$ cat config.mk
export PLATFORM = sky130hd
export DESIGN_NAME = rusi_sqrt_cell
export DESIGN_NICKNAME = d
export VERILOG_FILES = /design/src/sv/rusi_pkg.sv /design/src/sv/rusi_sqrt_cell.sv
export SDC_FILE = /design/constraint.sdc
export NUM_CORES = 1
export LEC_CHECK = 0
export BUFFER_PORTS_ARGS = -buffer_cell sky130_fd_sc_hd__buf_2
export CAP_MARGIN = 20
export CORE_AREA = 2 2 203 205
export DETAILED_ROUTE_END_ITERATION = 16
export DIE_AREA = 0 0 205 207
export HOLD_SLACK_MARGIN = 0.02
export PLACE_DENSITY = 0.6
export SKIP_CTS_REPAIR_TIMING = 1
export SKIP_LAST_GASP = 1
export SYNTH_ARGS = -nofsm -noshare
export SYNTH_HDL_FRONTEND = slang
export SYNTH_SLANG_ARGS = --single-unit
$ cat constraint.sdc
create_clock -name clk -period 5.7 [get_ports clk]
set_input_delay 1.14 -clock clk [delete_from_list [all_inputs] [get_ports clk]]
set_output_delay 1.14 -clock clk [all_outputs]
set_load 0.005 [all_outputs]
$ cat src/sv/rusi_pkg.sv
// ----------------------------------------------------------------------------
// rusi_pkg: shared types and constants for the ray / unit sphere intersector
// Request structs, lane structs for the square root and divider chains,
// and the widths of the exact integer datapath.
// ----------------------------------------------------------------------------
package rusi_pkg;

  localparam int unsigned COORD_W       = 32;
  localparam int unsigned TAG_W         = 16;
  localparam int unsigned DEF_FRAC_BITS = 16;
  // single 32x32 product and the sums of three of them
  localparam int unsigned PROD_W        = 64;
  localparam int unsigned SUM_W         = 66;
  // discriminant, its root and the root remainder
  localparam int unsigned DISC_W        = 128;
  localparam int unsigned ROOT_W        = 64;
  localparam int unsigned REM_W         = 66;
  localparam int unsigned SQ_STEPS      = 64;
  // -H +/- S before the fraction shift
  localparam int unsigned NUM_W         = 67;
  // quotient bits developed by the divider; above this the result saturates
  localparam int unsigned QUO_W         = 33;

  typedef struct packed {
    logic signed [COORD_W-1:0] origin_x;
    logic signed [COORD_W-1:0] origin_y;
    logic signed [COORD_W-1:0] origin_z;
    logic signed [COORD_W-1:0] dir_x;
    logic signed [COORD_W-1:0] dir_y;
    logic signed [COORD_W-1:0] dir_z;
    logic        [TAG_W-1:0]   object_tag;
  } in_req_t;

  typedef struct packed {
    logic                      hit;
    logic signed [COORD_W-1:0] t_near;
    logic signed [COORD_W-1:0] t_far;
    logic        [TAG_W-1:0]   hit_object;
  } out_req_t;

  // values that ride beside the square root chain
  typedef struct packed {
    logic                    hit;
    logic [PROD_W-1:0]       a;
    logic signed [SUM_W-1:0] h;
    logic [TAG_W-1:0]        tag;
  } side_t;

  // values that ride beside the divider chains
  typedef struct packed {
    logic              hit;
    logic [PROD_W-1:0] a;
    logic [TAG_W-1:0]  tag;
  } post_side_t;

  typedef struct packed {
    logic [REM_W-1:0]  rem;
    logic [ROOT_W-1:0] root;
    logic [DISC_W-1:0] rad;
  } sqrt_lane_t;

  typedef struct packed {
    logic [PROD_W-1:0] rem;
    logic [QUO_W-1:0]  quo;
    logic [QUO_W-1:0]  low;
    logic              neg;
    logic              big;
  } div_lane_t;

  function automatic logic signed [SUM_W-1:0] sx_prod(input logic signed [PROD_W-1:0] v);
    sx_prod = {{(SUM_W-PROD_W){v[PROD_W-1]}}, v};
  endfunction

endpackage

$ cat src/sv/rusi_sqrt_cell.sv
// ----------------------------------------------------------------------------
// rusi_sqrt_cell: one digit of the integer square root
// Takes two radicand bits, trial-subtracts 4q+1 and yields one root bit.
// ----------------------------------------------------------------------------
module rusi_sqrt_cell (
  input  logic                  clk,
  input  logic                  en,
  input  rusi_pkg::sqrt_lane_t  lane_in,
  output rusi_pkg::sqrt_lane_t  lane_out
);
  import rusi_pkg::*;

  localparam int unsigned CUR_W = REM_W + 2;

  logic [CUR_W-1:0] cur;
  logic [CUR_W-1:0] trial;
  logic             take;
  sqrt_lane_t       lane_r;

  // form the partial remainder and the trial value
  assign cur   = {lane_in.rem, lane_in.rad[DISC_W-1 -: 2]};
  assign trial = CUR_W'({lane_in.root, 2'b01});
  assign take  = (cur >= trial);

  // hand the result to the next cell
  always_ff @(posedge clk) begin
    if (en) begin
      lane_r.rem  <= take ? REM_W'(cur - trial) : REM_W'(cur);
      lane_r.root <= {lane_in.root[ROOT_W-2:0], take};
      lane_r.rad  <= {lane_in.rad[DISC_W-3:0], 2'b00};
    end
  end

  assign lane_out = lane_r;

endmodule

==> results.json, run 1 <==
{
  "status": "completed",
  "fin_ws_ns": 1.193,
  "post-route-period-util_pct": 79.08,
  "numCtsBuffers": 30,
  "wirelength_mm": 44.33,
  "via_per_inst": 4.925,
  "gp_congestion": 0.8934,
  "ctsHtreeMaxLevel": 1,
  "netlist_instances": 1023,
  "grt_pass1_vias": 10550,
  "path_clk_slew_ns": 0.06,
  "dieArea_um2": 42440,
  "hold_start": "lane_in[74]",
  "ioPinCount": 518,
  "grt_usage_pct": 20.05,
  "dr.first_iter.drc_count": 529,
  "ys_seq_area_share_pct": 59.65,
  "power.density_nw_per_um2": 311.7,
  "clk_path_buf_depth": 3,
  "p_leak_nw": 7.441,
  "drv_cap": 0,
  "die_w_um": 205,
  "synth_flop_cell": "edfxtp_1",
  "hold_violations": 0,
  "fmax_mhz": 221.9,
  "route.detailed.drc": 0,
  "drive_gt1_share_pct": 39.52,
  "setup_viol": 0,
  "ys.warnings.count": 0,
  "peakVddDrop_mv": 0.2133,
  "synth.top_cell.area_share_pct": 59.65,
  "io_buffer_count": 515,
  "ys_types": 64,
  "slew_viol_final": 0,
  "yosys-top-cells-area": "edfxtp_1 (60%), ha_1 (6.4%), a21oi_1 (3.4%)",
  "fillers": 3930,
  "avgSynthCellArea_um2": 12.60,
  "placementRows": 74,
  "yosysTopAreaCell": "edfxtp_1",
  "worstSetupPathType": "input port to register",
  "grt_overflow": 0,
  "first_pass_iters": 5,
  "antenna_found_initial": 16,
  "cts_tree": "yes",
  "synthesis.area_um2": 12890,
  "critical_path_required_ns": 6.03,
  "ys_ff_latch": 256,
  "dp_hpwl_mm": 35.36,
  "cts-root-buf": "clkbuf_16",
  "largest_reg_flops": 256,
  "syn_to_final_growth_pct": 32.01,
  "vias": 10380,
  "fin_crit_ns": 4.507,
  "rsz0062_at_grt": "no",
  "critPathCaptureType": "register",
  "wl_per_cell_um": 21.04,
  "final_cell_mix": "buf_2 (514), edfxtp_1 (256), a21oi_1 (87), inv_1 (78), nand2_1 (69)",
  "hp-class": "input port to register",
  "ant_nets": 0,
  "dp_worst_setup_slack_ns": 0.6660,
  "slew_headroom_pct": 37.01,
  "final_common_cell": "buf_2",
  "cp-startpoint": "lane_in[128]",
  "core_area_um2": 40370,
  "die_h_um": 207,
  "tightest_slew_ns": 0.9392,
  "grt_max_degree": 114,
  "grt_pass1_wl_mm": 64.57,
  "tns_ns": 0,
  "initial_utilization_pct": 31.92,
  "cp_max_fo": 54,
  "cts.sinks": 256,
  "arrival_ns": 4.84,
  "synthArstFlopShare_pct": 0,
  "critPathLaunchType": "input port",
  "synth_edf_count": 256,
  "nets": 1873
}
-- power breakdown --
part	total [mW]	internal (mW)	leakage (nW)	switching [mW]
Sequential	2.36	2.31	2.51	0.0472
Clock	1.88	1.07	0.464	0.815
Combinational	1.06	0.472	4.47	0.591
-- worst max-delay path, stage by stage --
cell and delay, ns:
buf_2 0.09, inv_1 0.04, ha_1 0.38, nand2b_1 0.11, a211o_1 0.30, nand2_1 0.12, nand2_1 0.09, o21ai_0 0.60
a211oi_1 0.39, o211a_4 0.38, a31oi_4 0.23, a2bb2oi_4 0.20, buf_12 0.31, mux2_2 0.38
-- stage by stage --
stage          hold slack [ns]  cell area, µm²  util (%)  power [mW]  instances
6_report                0.7297           17010     42.14       5.302       2107
5_1_grt                 0.6937           17000     42.12       5.549       2103
4_1_cts                 0.6946           17000     42.11       5.376       2101
3_5_place_dp             1.319           16050     39.75       3.464       2047
3_3_place_gp             1.318           16050     39.75       3.454       2047
2_1_floorplan            1.239           12890         -       2.950       1024
-- Yosys cell counts, drive strengths merged (4+ instances only) --
master / n
a211oi: 4
a21o: 31
a21oi: 87
a31o: 4
a31oi: 10
and3: 7
buf: 14
clkbuf: 19
edfxtp: 256
ha: 66
inv: 78
mux2: 63
nand2: 69
nand2b: 7
nand3: 19
nand4: 17
nor2: 50
nor2b: 7
nor3: 22
nor4: 8
o211ai: 7
o21a: 7
o21ai: 47
o21bai: 13
or4: 5
xnor2: 35
xor2: 22
-- final timing paths --
kind	end	slack, ns	cells after the start
worst min-delay path	lane_out[76]	0.73	1
worst max-delay path	lane_out[212]	1.19	14
-- metal layers --
metal  share of wire (%)  routed length [µm]  track usage (%)
met1                  39               17210            23.63
met4                 2.6                1168            5.210
met2                  50               22120            35.40
met3                 8.3                3686            5.900
met5                0.34                 151                0
-- layout make-up --
type	instances	area, µm²	share of cell area (%)
multi-input cells	657	4720	27.74
clock inverters	17	175.2	1.030
flip-flops and latches	256	7687	45.19
repair buffers	524	2680	15.75
clock buffers	37	777.0	4.567
well taps	532	665.6	3.913
inverters	78	292.8	1.721
diodes	6	15.01	0.08825
-- cell families (layout without fill, tap and decap cells) --
| kind of cell | Yosys count | after routing | share of synthesized area, % |
|---|---|---|---|
| adders and majority gates | 66 | 66 | 6.408 |
| xor gates and xnor gates | 57 | 57 | 3.874 |
| DFF | 256 | 256 | 59.65 |
| and+or+nand+nor | 224 | 224 | 8.418 |
| buffers and inverters | 111 | 656 | 3.757 |
| other | 1 | 8 | 0.02910 |
| muxes | 66 | 66 | 5.738 |
| AOI/OAI and AO/OA | 242 | 242 | 12.13 |
Note: power is estimated with default switching activity, not from simulation.
==> run 2, diff against run 1 <==
--- a/config.mk
+++ b/config.mk
@@ -7,11 +7,11 @@
 export LEC_CHECK = 0
 export BUFFER_PORTS_ARGS = -buffer_cell sky130_fd_sc_hd__buf_2
 export CAP_MARGIN = 20
-export CORE_AREA = 2 2 203 205
+export CORE_AREA = 2 2 202 204
 export DETAILED_ROUTE_END_ITERATION = 16
-export DIE_AREA = 0 0 205 207
+export DIE_AREA = 0 0 204 206
 export HOLD_SLACK_MARGIN = 0.02
-export PLACE_DENSITY = 0.6
+export PLACE_DENSITY = 0.62
 export SKIP_CTS_REPAIR_TIMING = 1
 export SKIP_LAST_GASP = 1
 export SYNTH_ARGS = -nofsm -noshare
==> constraint.sdc (replaced) <==
create_clock -name clk -period 4 [get_ports clk]
set_input_delay 0.8 -clock clk [delete_from_list [all_inputs] [get_ports clk]]
set_output_delay 0.8 -clock clk [all_outputs]
set_load 0.005 [all_outputs]
==> run 2 against run 1 <==
Effect of this change:
- global-route usage up 0.31 points
- via count increased by 3.9%
- routed wire length up 2.0%
- final cell count increased by 4.9%
- first-iteration DRC count rose by 29%
- combinational power rose by 56%
- highest routed layer unchanged
- die area decreased by 0.97%
- design area up 5.3%
==> results.json, run 2 (same netlist as run 1, synthesis figures left out) <==
{
  "whs_endpoint": "lane_out[99]",
  "final_common_cell": "buf_2",
  "via_per_inst": 4.879,
  "nets": 1978,
  "die_h_um": 206,
  "critPathLaunchType": "input port",
  "largest_reg_flops": 256,
  "placementRows": 74,
  "clk_path_buf_depth": 3,
  "setup_viol": 0,
  "vias": 10780,
  "path_clk_slew_ns": 0.06,
  "slew_viol_final": 0,
  "io_buffer_count": 515,
  "whs_path_depth": 1,
  "hold_start": "lane_in[97]",
  "wl_per_cell_um": 20.47,
  "dr.first_iter.drc_count": 685,
  "rsz0062_at_grt": "no",
  "initial_utilization_pct": 32.07,
  "cts_tree": "yes",
  "dieArea_um2": 42020,
  "dp_hpwl_mm": 36.25,
  "critPathCaptureType": "register",
  "p_leak_nw": 7.984,
  "peakVddDrop_mv": 0.2749,
  "antenna_found_initial": 10,
  "critical_path_required_ns": 4.30,
  "drv_cap": 0,
  "slew_headroom_pct": 37.85,
  "ctsHtreeMaxLevel": 1,
  "final_cell_mix": "buf_2 (514), edfxtp_1 (256), buf_4 (111), a21oi_1 (87), inv_1 (78)",
  "dp_worst_setup_slack_ns": -0.3200,
  "cp_max_fo": 4,
  "dpl_cell_area_um2": 16870,
  "status": "completed",
  "power.share.clock_pct": 36.7,
  "p_comb_share_pct": 20.8,
  "first_pass_iters": 5,
  "grt_pass1_vias": 10750,
  "tightest_slew_ns": 0.9088,
  "die_w_um": 204,
  "post-route-period-util_pct": 94.37,
  "hp-class": "input port to register",
  "arrival_ns": 4.08,
  "ant_nets": 0,
  "fmax_mhz": 264.9,
  "gp_congestion": 0.9029,
  "core_area_um2": 40180,
  "whs_ns": 0.4122,
  "hold_violations": 0,
  "grt_overflow": 0,
  "seqPwrFrac_pct": 42.5,
  "syn_to_final_growth_pct": 38.94,
  "ioPinCount": 518,
  "fin_crit_ns": 3.775,
  "grt_pass1_wl_mm": 64.26,
  "drive_gt1_share_pct": 43.28,
  "route.detailed.drc": 0,
  "grt_usage_pct": 20.36,
  "intPower_mw": 5.858,
  "switchingPower_mw": 2.076,
  "p_sw_share_pct": 26.16,
  "grt_max_degree": 72,
  "worstSetupPathType": "input port to register",
  "numCtsBuffers": 29,
  "finalInstanceArea_um2": 17910,
  "fin_util_pct": 44.56,
  "cts.sinks": 256,
  "fin_ws_ns": 0.2251,
  "wirelength_mm": 45.23,
  "power.density_nw_per_um2": 443.1,
  "cts-root-buf": "clkbuf_16"
}
[run 2: cell count changes in the layout (fill, tap and decap cells not counted), sizes merged]
| cell | previous run | this run |
|---|---|---|
| inv | 81 | 80 |
| clkinv | 10 | 5 |
| bufinv | 2 | 7 |
| buf | 524 | 630 |
| clkinvlp | 2 | 4 |
| clkbuf | 37 | 34 |
| diode | 6 | 5 |
[run 2: stage by stage]
stage | instances | power, mW | TNS, ns
2_1_floorplan | 1024 | 4.204 | 0
3_3_place_gp | 2153 | 5.065 | -12.70
3_5_place_dp | 2153 | 5.083 | -14.41
4_1_cts | 2205 | 8.042 | 0
5_1_grt | 2205 | 8.290 | 0
6_report | 2210 | 7.934 | 0
[run 2: critical path, stage by stage]
cell and delay [ns]:
buf_2 0.09, inv_1 0.04, ha_1 0.34, nand2_1 0.14
nor2_1 0.18, a21boi_0 0.37, nor4bb_1 0.72, buf_4 0.23
o21ai_0 0.14, buf_4 0.19, a21oi_1 0.17, buf_4 0.15
nor2b_1 0.06, xnor2_1 0.14, mux2_1 0.30
[run 2: worst max path at each step]
stage	startpoint	endpoint	slack [ns]	cells past startpoint
after CTS	lane_in[134]	lane_out[257]	0.27	13
after global routing	lane_in[134]	lane_out[257]	0.02	13
after floorplan	lane_in[166]	lane_out[251]	0.03	12
after global placement	lane_in[165]	lane_out[218]	-0.24	11
after detailed placement	lane_in[134]	lane_out[257]	-0.32	13
final	lane_in[141]	lane_out[247]	0.23	15
[run 2: cell type report]
| cell class | count | area, µm² |
|---|---|---|
| diodes | 5 | 12.51 |
| clock buffers | 34 | 744.5 |
| clock inverters | 18 | 282.8 |
| fillers | 3813 | 22280 |
| inverters | 78 | 292.8 |
| multi-input cells | 657 | 4720 |
| flip-flops and latches | 256 | 7687 |
| well taps | 532 | 665.6 |
| repair buffers | 630 | 3501 |
[run 2: power groups by stage]
stage	Sequential, mW	Clock (mW)	Combinational (mW)
floorplan	3.46	0	0.745
global placement	3.42	0	1.64
detailed placement	3.43	0	1.66
CTS	3.38	3.00	1.67
global route	3.40	3.08	1.81
finish	3.37	2.91	1.65
[run 2: layer usage]
| metal | vias to the layer above | track usage (%) | share of wire [%] |
|---|---|---|---|
| li1 | 5108 | - | - |
| met3 | 88 | 5.030 | 7.8 |
| met4 | 14 | 7.039 | 3.3 |
| met2 | 451 | 36.02 | 50 |
| met5 | - | 0 | 0.23 |
| met1 | 5122 | 24.07 | 39 |
==> run 3, diff against run 2 <==
--- a/config.mk
+++ b/config.mk
@@ -12,6 +12,7 @@
 export DIE_AREA = 0 0 204 206
 export HOLD_SLACK_MARGIN = 0.02
 export PLACE_DENSITY = 0.62
+export REMOVE_ABC_BUFFERS = 1
 export SKIP_CTS_REPAIR_TIMING = 1
 export SKIP_LAST_GASP = 1
 export SYNTH_ARGS = -nofsm -noshare
==> run 3 against run 2 <==
Effect of this change:
- setup slack improved by 0.12 ns
- design area fell by 0.50%
- critical endpoint is now lane_out[214]
- global-route usage increased by 0.15 points
- largest power group unchanged
- fmax rose by 3.4%
==> results.json, run 3 (same netlist as run 1, synthesis figures left out) <==
{
  "antenna_found_initial": 6,
  "arrival_ns": 3.98,
  "hold_violations": 0,
  "critPathLaunchType": "input port",
  "cts_tree": "yes",
  "post-route-period-util_pct": 91.26,
  "grt_pass1_vias": 10710,
  "cp-startpoint": "lane_in[165]",
  "cts.sinks": 256,
  "grt_pass1_wl_mm": 65.18,
  "wirelength_mm": 45.43,
  "slew_headroom_pct": 51.65,
  "p_leak_nw": 7.955,
  "drive_gt1_share_pct": 43.38,
  "route.detailed.drc": 0,
  "cts-root-buf": "clkbuf_16",
  "slew_viol_final": 0,
  "grt_overflow": 0,
  "wl_per_cell_um": 20.54,
  "power.density_nw_per_um2": 428.2,
  "dp_worst_setup_slack_ns": -0.3041,
  "io_buffer_count": 515,
  "gp_congestion": 0.8926,
  "placementRows": 74,
  "numCtsBuffers": 30,
  "status": "completed",
  "nets": 1982,
  "peakVddDrop_mv": 0.2987,
  "dp_hpwl_mm": 36.86,
  "die_h_um": 206,
  "rsz0062_at_grt": "no",
  "syn_to_final_growth_pct": 38.24,
  "ctsHtreeMaxLevel": 1,
  "die_w_um": 204,
  "cp_max_fo": 39,
  "drv_cap": 0,
  "final_common_cell": "buf_2",
  "worstSetupPathType": "input port to register",
  "dr.first_iter.drc_count": 738,
  "hold_start": "lane_in[86]",
  "critPathCaptureType": "register",
  "setup_viol": 0,
  "fin_crit_ns": 3.650,
  "hp-class": "input port to register",
  "grt_max_degree": 78,
  "vias": 10680,
  "first_pass_iters": 5,
  "fmax_mhz": 273.9,
  "path_clk_slew_ns": 0.06,
  "via_per_inst": 4.826,
  "tightest_slew_ns": 0.7234,
  "initial_utilization_pct": 32.07,
  "final_cell_mix": "buf_2 (514), edfxtp_1 (256), buf_4 (114), a21oi_1 (87), inv_1 (78)",
  "largest_reg_flops": 256,
  "critical_path_required_ns": 4.33,
  "grt_usage_pct": 20.51,
  "clk_path_buf_depth": 3,
  "dieArea_um2": 42020,
  "core_area_um2": 40180,
  "ioPinCount": 518,
  "fin_ws_ns": 0.3496,
  "ant_nets": 0,
  "tns_ns": 0
}
-- run 3: changes by cell type in the layout (fill, tap and decap cells not counted), sizes merged --
cell | before | now
clkbuf | 34 | 32
inv | 80 | 79
buf | 630 | 633
bufinv | 7 | 1
clkinv | 5 | 16
diode | 5 | 2
-- run 3: worst paths after layout --
path | end | slack [ns] | cells past startpoint
worst max-delay path | lane_out[214] | 0.35 | 11
worst min-delay path | lane_out[88] | 0.39 | 1
-- run 3: through the flow --
stage | cells | total power [mW] | util (%) | area [µm²] | hold WS (ns)
2_1_floorplan | 991 | 4.185 | - | 12700 | 0.8989
3_3_place_gp | 2156 | 5.078 | 42.03 | 16890 | 0.9778
3_5_place_dp | 2156 | 5.093 | 42.03 | 16890 | 0.9781
4_1_cts | 2210 | 7.721 | 44.32 | 17810 | 0.3632
5_1_grt | 2210 | 7.967 | 44.32 | 17810 | 0.3635
6_report | 2212 | 7.629 | 44.34 | 17820 | 0.3932
-- run 3: routing by layer --
metal | up-vias | global-route usage [%] | share of wire [%]
li1 | 5119 | - | -
met1 | 5106 | 24.42 | 40
met2 | 394 | 37.50 | 51
met3 | 51 | 4.620 | 6.9
met4 | 6 | 4.814 | 2.0
met5 | - | 0 | 0.097
-- run 3: worst max-delay path, cell delays in order --
cell	delay, ns
buf_2	0.10
inv_1	0.04
ha_1	0.30
nand4_2	0.11
or4_1	0.61
or4_4	0.59
o211a_4	0.29
a31oi_4	0.22
a2bb2oi_4	0.23
buf_12	0.27
mux2_2	0.38
-- run 3: power breakdown --
group | internal, mW | switching (mW) | total [mW]
clock network | 1.44 | 1.17 | 2.60
logic | 0.786 | 0.873 | 1.66
registers | 3.29 | 0.0734 | 3.37
-- run 3: cell type report --
cell class	count	area (µm²)
Timing Repair Buffer	633	3523
Tap cell	532	665.6
Inverter	78	292.8
Clock inverter	22	162.7
Multi-Input combinational cell	657	4721
Sequential cell	256	7687
Clock buffer	32	758.2
Antenna cell	2	5.005
Fill cell	3875	22370
