`config.mk`:
```
export PLATFORM = sky130hd
export DESIGN_NAME = rusi_div_cell
export DESIGN_NICKNAME = d
export VERILOG_FILES = /design/src/sv/rusi_pkg.sv /design/src/sv/rusi_div_cell.sv
export SDC_FILE = /design/constraint.sdc
export NUM_CORES = 1
export LEC_CHECK = 0
export BUFFER_PORTS_ARGS = -buffer_cell sky130_fd_sc_hd__buf_2
export CAP_MARGIN = 20
export CORE_MARGIN = 4
export CORE_UTILIZATION = 30
export DETAILED_ROUTE_END_ITERATION = 12
export HOLD_SLACK_MARGIN = 0.12
export MAX_ROUTING_LAYER = met4
export PLACE_DENSITY = 0.49
export SYNTH_ARGS = -nofsm -noshare
export SYNTH_HDL_FRONTEND = slang
export SYNTH_SLANG_ARGS = --single-unit
```
`constraint.sdc`:
```
create_clock -name clk -period 8.9 [get_ports clk]
set_input_delay 1.78 -clock clk [delete_from_list [all_inputs] [get_ports clk]]
set_output_delay 1.78 -clock clk [all_outputs]
set_load 0.05 [all_outputs]
```
`src/sv/rusi_pkg.sv`:
```
// ----------------------------------------------------------------------------
// rusi_pkg: shared types and constants for the ray / unit sphere intersector
// Request structs, lane structs for the square root and divider chains,
// and the widths of the exact integer datapath.
// ----------------------------------------------------------------------------
package rusi_pkg;

  localparam int unsigned COORD_W       = 32;
  localparam int unsigned TAG_W         = 16;
  localparam int unsigned DEF_FRAC_BITS = 16;
  // single 32x32 product and the sums of three of them
  localparam int unsigned PROD_W        = 64;
  localparam int unsigned SUM_W         = 66;
  // discriminant, its root and the root remainder
  localparam int unsigned DISC_W        = 128;
  localparam int unsigned ROOT_W        = 64;
  localparam int unsigned REM_W         = 66;
  localparam int unsigned SQ_STEPS      = 64;
  // -H +/- S before the fraction shift
  localparam int unsigned NUM_W         = 67;
  // quotient bits developed by the divider; above this the result saturates
  localparam int unsigned QUO_W         = 33;

  typedef struct packed {
    logic signed [COORD_W-1:0] origin_x;
    logic signed [COORD_W-1:0] origin_y;
    logic signed [COORD_W-1:0] origin_z;
    logic signed [COORD_W-1:0] dir_x;
    logic signed [COORD_W-1:0] dir_y;
    logic signed [COORD_W-1:0] dir_z;
    logic        [TAG_W-1:0]   object_tag;
  } in_req_t;

  typedef struct packed {
    logic                      hit;
    logic signed [COORD_W-1:0] t_near;
    logic signed [COORD_W-1:0] t_far;
    logic        [TAG_W-1:0]   hit_object;
  } out_req_t;

  // values that ride beside the square root chain
  typedef struct packed {
    logic                    hit;
    logic [PROD_W-1:0]       a;
    logic signed [SUM_W-1:0] h;
    logic [TAG_W-1:0]        tag;
  } side_t;

  // values that ride beside the divider chains
  typedef struct packed {
    logic              hit;
    logic [PROD_W-1:0] a;
    logic [TAG_W-1:0]  tag;
  } post_side_t;

  typedef struct packed {
    logic [REM_W-1:0]  rem;
    logic [ROOT_W-1:0] root;
    logic [DISC_W-1:0] rad;
  } sqrt_lane_t;

  typedef struct packed {
    logic [PROD_W-1:0] rem;
    logic [QUO_W-1:0]  quo;
    logic [QUO_W-1:0]  low;
    logic              neg;
    logic              big;
  } div_lane_t;

  function automatic logic signed [SUM_W-1:0] sx_prod(input logic signed [PROD_W-1:0] v);
    sx_prod = {{(SUM_W-PROD_W){v[PROD_W-1]}}, v};
  endfunction

endpackage

```
`src/sv/rusi_div_cell.sv`:
```
// ----------------------------------------------------------------------------
// rusi_div_cell: one step of restoring division
// Brings down one dividend bit, subtracts the divisor when it fits.
// ----------------------------------------------------------------------------
module rusi_div_cell (
  input  logic                         clk,
  input  logic                         en,
  input  logic [rusi_pkg::PROD_W-1:0]  divisor,
  input  rusi_pkg::div_lane_t          lane_in,
  output rusi_pkg::div_lane_t          lane_out
);
  import rusi_pkg::*;

  logic [PROD_W:0] cur;
  logic            take;
  div_lane_t       lane_r;

  // shift in the next bit and compare
  assign cur  = {lane_in.rem, lane_in.low[QUO_W-1]};
  assign take = (cur >= {1'b0, divisor});

  // hand the result to the next cell
  always_ff @(posedge clk) begin
    if (en) begin
      lane_r.rem <= take ? PROD_W'(cur - {1'b0, divisor}) : cur[PROD_W-1:0];
      lane_r.quo <= {lane_in.quo[QUO_W-2:0], take};
      lane_r.low <= {lane_in.low[QUO_W-2:0], 1'b0};
      lane_r.neg <= lane_in.neg;
      lane_r.big <= lane_in.big;
    end
  end

  assign lane_out = lane_r;

endmodule
```
==> impl_metrics.json, run 1 <==
{
  "status": "finished, final reports clean",
  "ys_warn_count": 0,
  "cts_htree_levels": 4,
  "start_util_pct": 30.51,
  "antenna_found_initial": 9,
  "power_density_mw_per_mm2": 201.0,
  "clk_pin_slew_ps": 70,
  "globalplace.congestion": 0.8435,
  "synth_top_cell_by_area": "edfxtp_1",
  "synth-simple-area-share_pct": 9.763,
  "rsz0062_at_grt": "false",
  "vias": 7477,
  "dpl.cell_count": 1510,
  "drt_iter0_markers": 415,
  "largest_register_ffs": 131,
  "synth_area_sq_mm": 0.008805,
  "cts.sinks": 131,
  "worstPathArrival_ps": 6070,
  "hp-class": "primary input to register",
  "nets": 1408,
  "port_buffers": 327,
  "fmax_mhz": 169.2,
  "cp-start-kind": "primary input",
  "synth_top_family_by_area": "compound AO/OA/AOI/OAI gates",
  "grt_pass1_vias": 7622,
  "vias_per_cell": 4.827,
  "syn_nets": 1088,
  "dieWidth_microns": 179.3,
  "cts_root_buf": "clkbuf_16",
  "final_common_cell": "buf_2",
  "synth_compound_area_share_pct": 16.95,
  "cts_made_buffers": 17,
  "synth.avg_cell_area_sq_um": 10.67,
  "die_y_microns": 179.3,
  "final_util_pct": 39.37,
  "synth-edff-count": 131,
  "period_share_pct": 66.41,
  "yosys.area_share.xor_xnor_pct": 5.571,
  "clock_path_buffers": 2,
  "synth.distinct_cells": 70,
  "ys_seq_area_share_pct": 44.68,
  "finalHoldViolCount": 0,
  "hold_buffers": 0,
  "synthArstFlopShare_pct": 0,
  "grt_pass1_wl_microns": 43020,
  "cts_tree": "built",
  "ant_nets": 0,
  "crit_fanout": 59,
  "grt_max_degree": 72,
  "setup_viol": 0,
  "crit_path_end_kind": "register",
  "tns_ps": 0,
  "drc": 0,
  "layout.cells.non_filler": 1549,
  "cts_resized": 0,
  "p_leak_nw": 5.224,
  "row_count": 62,
  "wirelength_microns": 29500,
  "muxShareOfSynthArea_pct": 8.285,
  "finalHoldWorstSlack_ps": 1532,
  "gr-usage-all-layers_pct": 17.99,
  "synth_top_area_share_pct": 44.68,
  "area_growth_pct": 29.05,
  "ys.flop_type": "edfxtp_1",
  "worstPathRequired_ps": 9060,
  "grt.overflow.total": 0,
  "wire_per_inst_microns": 19.04,
  "yosys-top-cells-area": "edfxtp_1 45%, ha_1 9.1%, mux2_2 6.5%",
  "ys_ff_latch": 131,
  "drive_gt1_share_pct": 37.22,
  "syn_inst": 825,
  "dp_hpwl_microns": 23650,
  "dieArea_sq_mm": 0.03215,
  "max-vdd-ir-drop_uv": 107.3,
  "synth_fa_ha_area_share_pct": 9.322,
  "firstDrtPassIters": 5,
  "maxSlewHeadroom_pct": 48.98,
  "worstMarginPinSlew_ps": 765.2,
  "io_pins": 330,
  "fin_crit_ps": 5910,
  "nFillCells": 2947,
  "final_cell_mix": "326 x buf_2, 131 x edfxtp_1, 80 x inv_1",
  "core_sq_mm": 0.02886,
  "slew_violations": 0,
  "cts_setup_buffers": 0,
  "crit_type": "primary input to register",
  "max_cap_violations": 0
}
==> worst paths after layout <==
check / from / end / slack [ps] / depth (start not counted)
setup / recovery: divisor[1] / lane_out[87]$_DFFE_PP_ / 2990 / 14
hold / removal: lane_in[52] / lane_out[53]$_DFFE_PP_ / 1530 / 1
==> critical path: stages <==
cell and delay [ps]:
buf_2 100, inv_1 40, ha_1 280, nor2b_2 160
o21ai_1 90, o21a_2 230, o31a_1 370, o31a_1 390
o41ai_2 570, a41o_2 410, a31oi_4 170, o211a_1 460
clkinv_4 550, mux2_2 400
==> synth_stat cells (19+ instances only) <==
| master | count |
|---|---|
| a21oi_1 | 71 |
| clkbuf_1 | 19 |
| nor2_1 | 37 |
| xnor2_1 | 37 |
| ha_1 | 64 |
| nand2_1 | 58 |
| xor2_1 | 19 |
| inv_1 | 80 |
| mux2_2 | 51 |
| o21ai_0 | 35 |
| edfxtp_1 | 131 |
| a21o_1 | 36 |
==> routing by layer <==
layer,global-route usage [%],up-vias,wire [microns]
li1,-,3710,-
met1,21.46,3496,12380
met2,30.60,251,14370
met3,5.019,20,2341
met4,3.745,0,410
met5,-,-,0
==> report_power, final <==
group	switching [mW]	internal [mW]
Combinational	0.532	0.257
Clock	0.329	0.371
Sequential	0.0205	0.774
==> area by class of cell <==
| type | instances | area (sq um) | share of cell area (%) |
|---|---|---|---|
| Antenna cell | 7 | 17.52 | 0.1542 |
| Inverter | 81 | 309.0 | 2.720 |
| Timing Repair Buffer | 329 | 1658 | 14.59 |
| Multi-Input combinational cell | 585 | 4397 | 38.70 |
| Sequential cell | 131 | 3934 | 34.62 |
| Clock inverter | 15 | 141.4 | 1.244 |
| Tap cell | 384 | 480.5 | 4.229 |
| Clock buffer | 17 | 425.4 | 3.744 |
==> cells by family (layout without fill, tap and decap cells) <==
logic type	after synthesis	after routing
mux	63	63
compound gates	225	225
xor+xnor	56	56
fa+ha+maj	65	65
flops	131	131
buf+inv	109	442
other cells	1	8
simple gates	175	175
==> metrics by stage <==
step	power, mW	worst slack [ps]	cell area, sq um
4_1_cts	2.317	2932	11340
3_3_place_gp	1.602	2502	10780
2_1_floorplan	1.387	3735	8805
3_5_place_dp	1.601	2516	10780
6_report	2.284	2990	11360
5_1_grt	2.399	2822	11360
(Power assumes the default switching activity.)
==> inputs of run 2 (changes only) <==
--- a/config.mk
+++ b/config.mk
@@ -5,6 +5,7 @@
 export SDC_FILE = /design/constraint.sdc
 export NUM_CORES = 1
 export LEC_CHECK = 0
+export ABC_AREA = 1
 export BUFFER_PORTS_ARGS = -buffer_cell sky130_fd_sc_hd__buf_2
 export CAP_MARGIN = 20
 export CORE_MARGIN = 4
@@ -12,7 +13,7 @@
 export DETAILED_ROUTE_END_ITERATION = 12
 export HOLD_SLACK_MARGIN = 0.12
 export MAX_ROUTING_LAYER = met4
-export PLACE_DENSITY = 0.49
+export PLACE_DENSITY = 0.47
 export SYNTH_ARGS = -nofsm -noshare
 export SYNTH_HDL_FRONTEND = slang
 export SYNTH_SLANG_ARGS = --single-unit
==> constraint.sdc (replaced) <==
create_clock -name clk -period 5.8 [get_ports clk]
set_input_delay 1.16 -clock clk [delete_from_list [all_inputs] [get_ports clk]]
set_output_delay 1.16 -clock clk [all_outputs]
set_load 0.05 [all_outputs]
==> impl_metrics.json, run 2 <==
{
  "final_cell_mix": "678 x nand2_1, 381 x inv_1, 326 x buf_2",
  "seq_area_sq_mm": 0.003934,
  "grt.met3_usage_pct": 3.836,
  "dieArea_sq_mm": 0.04054,
  "p_leak_nw": 7.992,
  "power_density_mw_per_mm2": 270.9,
  "ys_warn_count": 0,
  "max-vdd-ir-drop_uv": 211.3,
  "cp-start-kind": "primary input",
  "final_common_cell": "nand2_1",
  "hp-class": "primary input to register",
  "status": "finished, final reports clean",
  "firstDrtPassIters": 5,
  "worstPathRequired_ps": 6110,
  "synth.distinct_cells": 36,
  "layout.cells.non_filler": 2532,
  "grt.overflow.total": 0,
  "die_y_microns": 201.3,
  "area_growth_pct": 24.76,
  "dp_hpwl_microns": 36560,
  "cts.sinks": 131,
  "largest_register_ffs": 131,
  "drt_iter0_markers": 644,
  "setup_viol": 0,
  "worstPathArrival_ps": 4260,
  "start_util_pct": 30.49,
  "dpl.cell_count": 2492,
  "rsz0062_at_grt": "false",
  "wirelength_microns": 43190,
  "nets": 2306,
  "cts_htree_levels": 4,
  "clk_pin_slew_ps": 80,
  "antenna_found_initial": 8,
  "ys_ff_latch": 131,
  "cts_resized": 0,
  "vias": 11370,
  "syn_inst": 1713,
  "crit_fanout": 63,
  "met1_usage_pct": 28.30,
  "slowest_delay_ps": 470,
  "ant_nets": 0,
  "cts_setup_buffers": 0,
  "ys.flop_type": "edfxtp_1",
  "syn_nets": 1976,
  "setup_slack_ps": 1852,
  "period_share_pct": 68.06,
  "nFillCells": 4074,
  "finish.instance_area_sq_mm": 0.01399,
  "synth_commonest_cells": "678 x nand2_1, 381 x inv_1, 140 x nand3_1",
  "tns_ps": 0,
  "grt_pass1_vias": 11060,
  "yosysMostFrequentCell": "nand2_1",
  "path_cells": "buf_2, inv_1, ha_1, nand2_2, nor2_2, nand3_1, nand3_2, nand2_1, nand2_2, nand2_2, nand2_4, nand2_4, nand2_4, buf_4, nand3_1, nand2_1",
  "yosys-top-cells-area": "edfxtp_1 35%, nand2_1 23%, inv_1 13%",
  "crit_type": "primary input to register",
  "worstMarginPinSlew_ps": 855.1,
  "synth_top_area_share_pct": 35.08,
  "dieWidth_microns": 201.3,
  "grt_max_degree": 89,
  "grt_pass1_wl_microns": 65160,
  "multi_input_area_sq_mm": 0.005630,
  "drive_gt1_share_pct": 21.16,
  "hold_buffers": 0,
  "fmax_mhz": 253.3,
  "clock_path_buffers": 2,
  "row_count": 70,
  "synthArstFlopShare_pct": 0,
  "io_pins": 330,
  "globalplace.congestion": 0.9372,
  "drc": 0,
  "max_cap_violations": 0,
  "slew_violations": 0,
  "wire_per_inst_microns": 17.06,
  "synth-edff-count": 131,
  "ys_seq_area_share_pct": 35.08,
  "finalHoldViolCount": 0,
  "use_met2_pct": 34.42,
  "top_usage_layer": "met2",
  "core_sq_mm": 0.03679,
  "vias_per_cell": 4.489,
  "cts_made_buffers": 17,
  "slowest_stage": "buf_4",
  "fin_crit_ps": 3948,
  "cts_root_buf": "clkbuf_16",
  "gr-usage-all-layers_pct": 21.60,
  "place_ws_ps": 1327,
  "cts_tree": "built",
  "synth.avg_cell_area_sq_um": 6.547,
  "synth_top_cell_by_area": "edfxtp_1",
  "port_buffers": 327,
  "maxSlewHeadroom_pct": 42.99,
  "crit_path_end_kind": "register",
  "synth_area_sq_mm": 0.01121,
  "place_area_sq_mm": 0.01333
}
run 2: cells by family (layout without fill, tap and decap cells):
group,count (synthesis),after routing,synth area share (%)
flops,131,131,35.08
fa+ha+maj,65,65,7.319
buf+inv,421,764,14.72
xor+xnor,31,31,2.421
simple gates,1010,1010,37.94
other cells,1,9,0.03344
compound gates,54,54,2.488
run 2: stage by stage:
stage | hold WS, ps | utilization, % | power, mW
after global routing | 868.1 | 38.03 | 3.999
after CTS | 862.2 | 37.98 | 3.838
after floorplan | 1259 | - | 2.182
after global placement | 1337 | 36.23 | 2.593
final | 890.0 | 38.03 | 3.790
after detailed placement | 1338 | 36.23 | 2.595
run 2: routing by layer:
layer / share of wire, % / vias up
li1: - / 5890
met1: 47 / 5085
met2: 45 / 352
met3: 5.6 / 39
met4: 2.3 / 0
met5: 0 / -
run 2: worst max-delay path: cells and delay by family:
family	cells	cell delay [ps]
adder cells (fa/ha/maj)	1	360
AND/OR/NAND/NOR	12	2150
buffers and inverters	3	580
run 2: path summary, 6_finish.rpt:
| path | from | to | slack, ps | cells after the start |
|---|---|---|---|---|
| hold / removal | lane_in[40] | lane_out[41]$_DFFE_PP_ | 890 | 1 |
| setup / recovery | divisor[7] | lane_out[115]$_DFFE_PP_ | 1850 | 16 |
run 2: report_power, final:
group / switching [mW] / leakage [nW] / internal, mW
Combinational: 1.00 / 6.39 / 0.357
Clock: 0.493 / 0.317 / 0.734
Sequential: 0.0247 / 1.28 / 1.18
run 2: final cells by class:
class	count	area share, %
well taps	468	4.185
multi-input cells	1161	40.24
clock inverters	15	1.556
flip-flops and latches	131	28.12
diodes	8	0.1431
inverters	401	10.76
clock buffers	17	3.041
repair buffers	331	11.96
==> inputs of run 3 (changes only) <==
==> constraint.sdc (replaced) <==
create_clock -name clk -period 4 [get_ports clk]
set_input_delay 0.8 -clock clk [delete_from_list [all_inputs] [get_ports clk]]
set_output_delay 0.8 -clock clk [all_outputs]
set_load 0.05 [all_outputs]
==> impl_metrics.json, run 3 (synthesis gave the netlist of run 2 again) <==
{
  "dieWidth_microns": 201.3,
  "globalplace.congestion": 0.9489,
  "drt_iter0_markers": 690,
  "p_leak_nw": 7.977,
  "routed.top_layer": "met4",
  "grt_pass1_wl_microns": 64990,
  "worstMarginPinSlew_ps": 1011,
  "path_cells": "buf_2, inv_1, ha_1, nand2_1, inv_1, a21oi_1, o21ai_0, nand2_1, nand3_2, nor2_4, nand2_4, buf_4, nand3_1, nand2_1",
  "wire_per_inst_microns": 17.18,
  "slew_violations": 0,
  "area_growth_pct": 24.59,
  "hold_depth": 1,
  "largest_register_ffs": 131,
  "min_from": "lane_in[37]",
  "vias_per_cell": 4.462,
  "cts.sinks": 131,
  "clkPwrFrac_pct": 29.5,
  "worstHoldEndpoint": "lane_out[38]$_DFFE_PP_",
  "finish.instance_area_sq_mm": 0.01397,
  "cts_root_buf": "clkbuf_16",
  "drc": 0,
  "dieArea_sq_mm": 0.04054,
  "worstPathArrival_ps": 3490,
  "fmax_mhz": 303.6,
  "clk_pin_slew_ps": 70,
  "power_density_mw_per_mm2": 378.4,
  "antenna_found_initial": 5,
  "seqPwrFrac_pct": 33.1,
  "crit_path_end_kind": "register",
  "slowest_delay_ps": 770,
  "dp_hpwl_microns": 37380,
  "port_buffers": 327,
  "p_int_mw": 3.055,
  "cts_made_buffers": 17,
  "gr-usage-all-layers_pct": 21.56,
  "status": "finished, final reports clean",
  "grt_pass1_vias": 10990,
  "fin_crit_ps": 3294,
  "tns_ps": 0,
  "cts_htree_levels": 4,
  "worstPathRequired_ps": 4200,
  "ant_nets": 0,
  "cp-start-kind": "primary input",
  "setup_viol": 0,
  "wl_met1_microns": 20460,
  "vias": 11320,
  "drive_gt1_share_pct": 21.43,
  "sw_frac_of_total_pct": 42.21,
  "hp-class": "primary input to register",
  "period_share_pct": 82.34,
  "wirelength_microns": 43590,
  "critical-path-top-delay-family": "simple AND/OR/NAND/NOR gates",
  "nFillCells": 4028,
  "max-vdd-ir-drop_uv": 244.8,
  "crit_fanout": 35,
  "critPathBufInv": 4,
  "maxSlewHeadroom_pct": 32.44,
  "final_common_cell": "nand2_1",
  "io_pins": 330,
  "firstDrtPassIters": 5,
  "slowest_stage": "nor2_4",
  "rsz0062_at_grt": "false",
  "die_y_microns": 201.3,
  "p_sw_mw": 2.232,
  "grt_max_degree": 71,
  "cts_resized": 0,
  "hold_buffers": 0,
  "finalHoldWorstSlack_ps": 534.9,
  "wl_met3_microns": 2333,
  "crit_type": "primary input to register",
  "start_util_pct": 30.49,
  "place_area_sq_mm": 0.01339,
  "p_comb_share_pct": 37.4,
  "row_count": 70,
  "nets": 2313,
  "max_cap_violations": 0,
  "core_sq_mm": 0.03679,
  "crit_top_cell": "nand2_1",
  "final_cell_mix": "678 x nand2_1, 381 x inv_1, 326 x buf_2",
  "grt.overflow.total": 0,
  "finalHoldViolCount": 0,
  "cts_setup_buffers": 0,
  "met2_length_microns": 19950,
  "clock_path_buffers": 2,
  "cts_tree": "built"
}
-- run 3: cell count changes in the layout (fill, tap and decap cells not counted) --
cell / delta
buf_12: +1
clkinv_8: +1
clkinv_4: -2
diode_2: -2
bufinv_16: -4
clkinv_2: -1
inv_6: +2
buf_4: +6
clkinvlp_4: +4
-- run 3: worst max-delay path by stage --
stage | start | end | slack [ps] | cells after the start
6_report | divisor[55] | lane_out[111]$_DFFE_PP_ | 710 | 14
5_1_grt | divisor[18] | lane_out[89]$_DFFE_PP_ | 470 | 15
4_1_cts | divisor[32] | lane_out[107]$_DFFE_PP_ | 620 | 16
3_5_place_dp | divisor[32] | lane_out[107]$_DFFE_PP_ | 140 | 16
3_3_place_gp | divisor[53] | lane_out[107]$_DFFE_PP_ | 150 | 15
2_1_floorplan | divisor[53] | lane_out[71]$_DFFE_PP_ | 1390 | 15
-- run 3: cell type report --
type	count	area, sq um	area share (%)
timing repair buffer	338	1738	12.44
clock inverter	15	138.9	0.9940
inverter	401	1505	10.77
antenna	6	15.01	0.1075
sequential	131	3934	28.15
multi-input combinational	1161	5630	40.30
clock buffer	17	425.4	3.045
tap	468	585.6	4.191
-- run 3: metrics by stage --
stage / cells / total power, mW / setup slack (ps) / utilization (%)
after global placement: 2499 / 3.768 / 154.3 / 36.41
final: 2537 / 5.287 / 706.5 / 37.98
after detailed placement: 2499 / 3.771 / 136.7 / 36.41
after CTS: 2531 / 5.351 / 623.3 / 37.94
after global routing: 2536 / 5.587 / 468.1 / 37.98
after floorplan: 1713 / 3.164 / 1393 / -
-- run 3: routing by layer --
metal / vias up / track usage [%]
li1: 5899 / -
met1: 5064 / 28.34
met2: 324 / 34.90
met3: 34 / 3.546
met4: 0 / 5.371
met5: - / -
-- run 3: power groups by stage --
stage / Clock (mW) / Sequential [mW] / Combinational [mW]
after floorplan: 0 / 2.34 / 0.825
after global placement: 0 / 1.78 / 1.99
after detailed placement: 0 / 1.78 / 1.99
after CTS: 1.60 / 1.75 / 2.00
after global routing: 1.66 / 1.76 / 2.17
final: 1.56 / 1.75 / 1.98
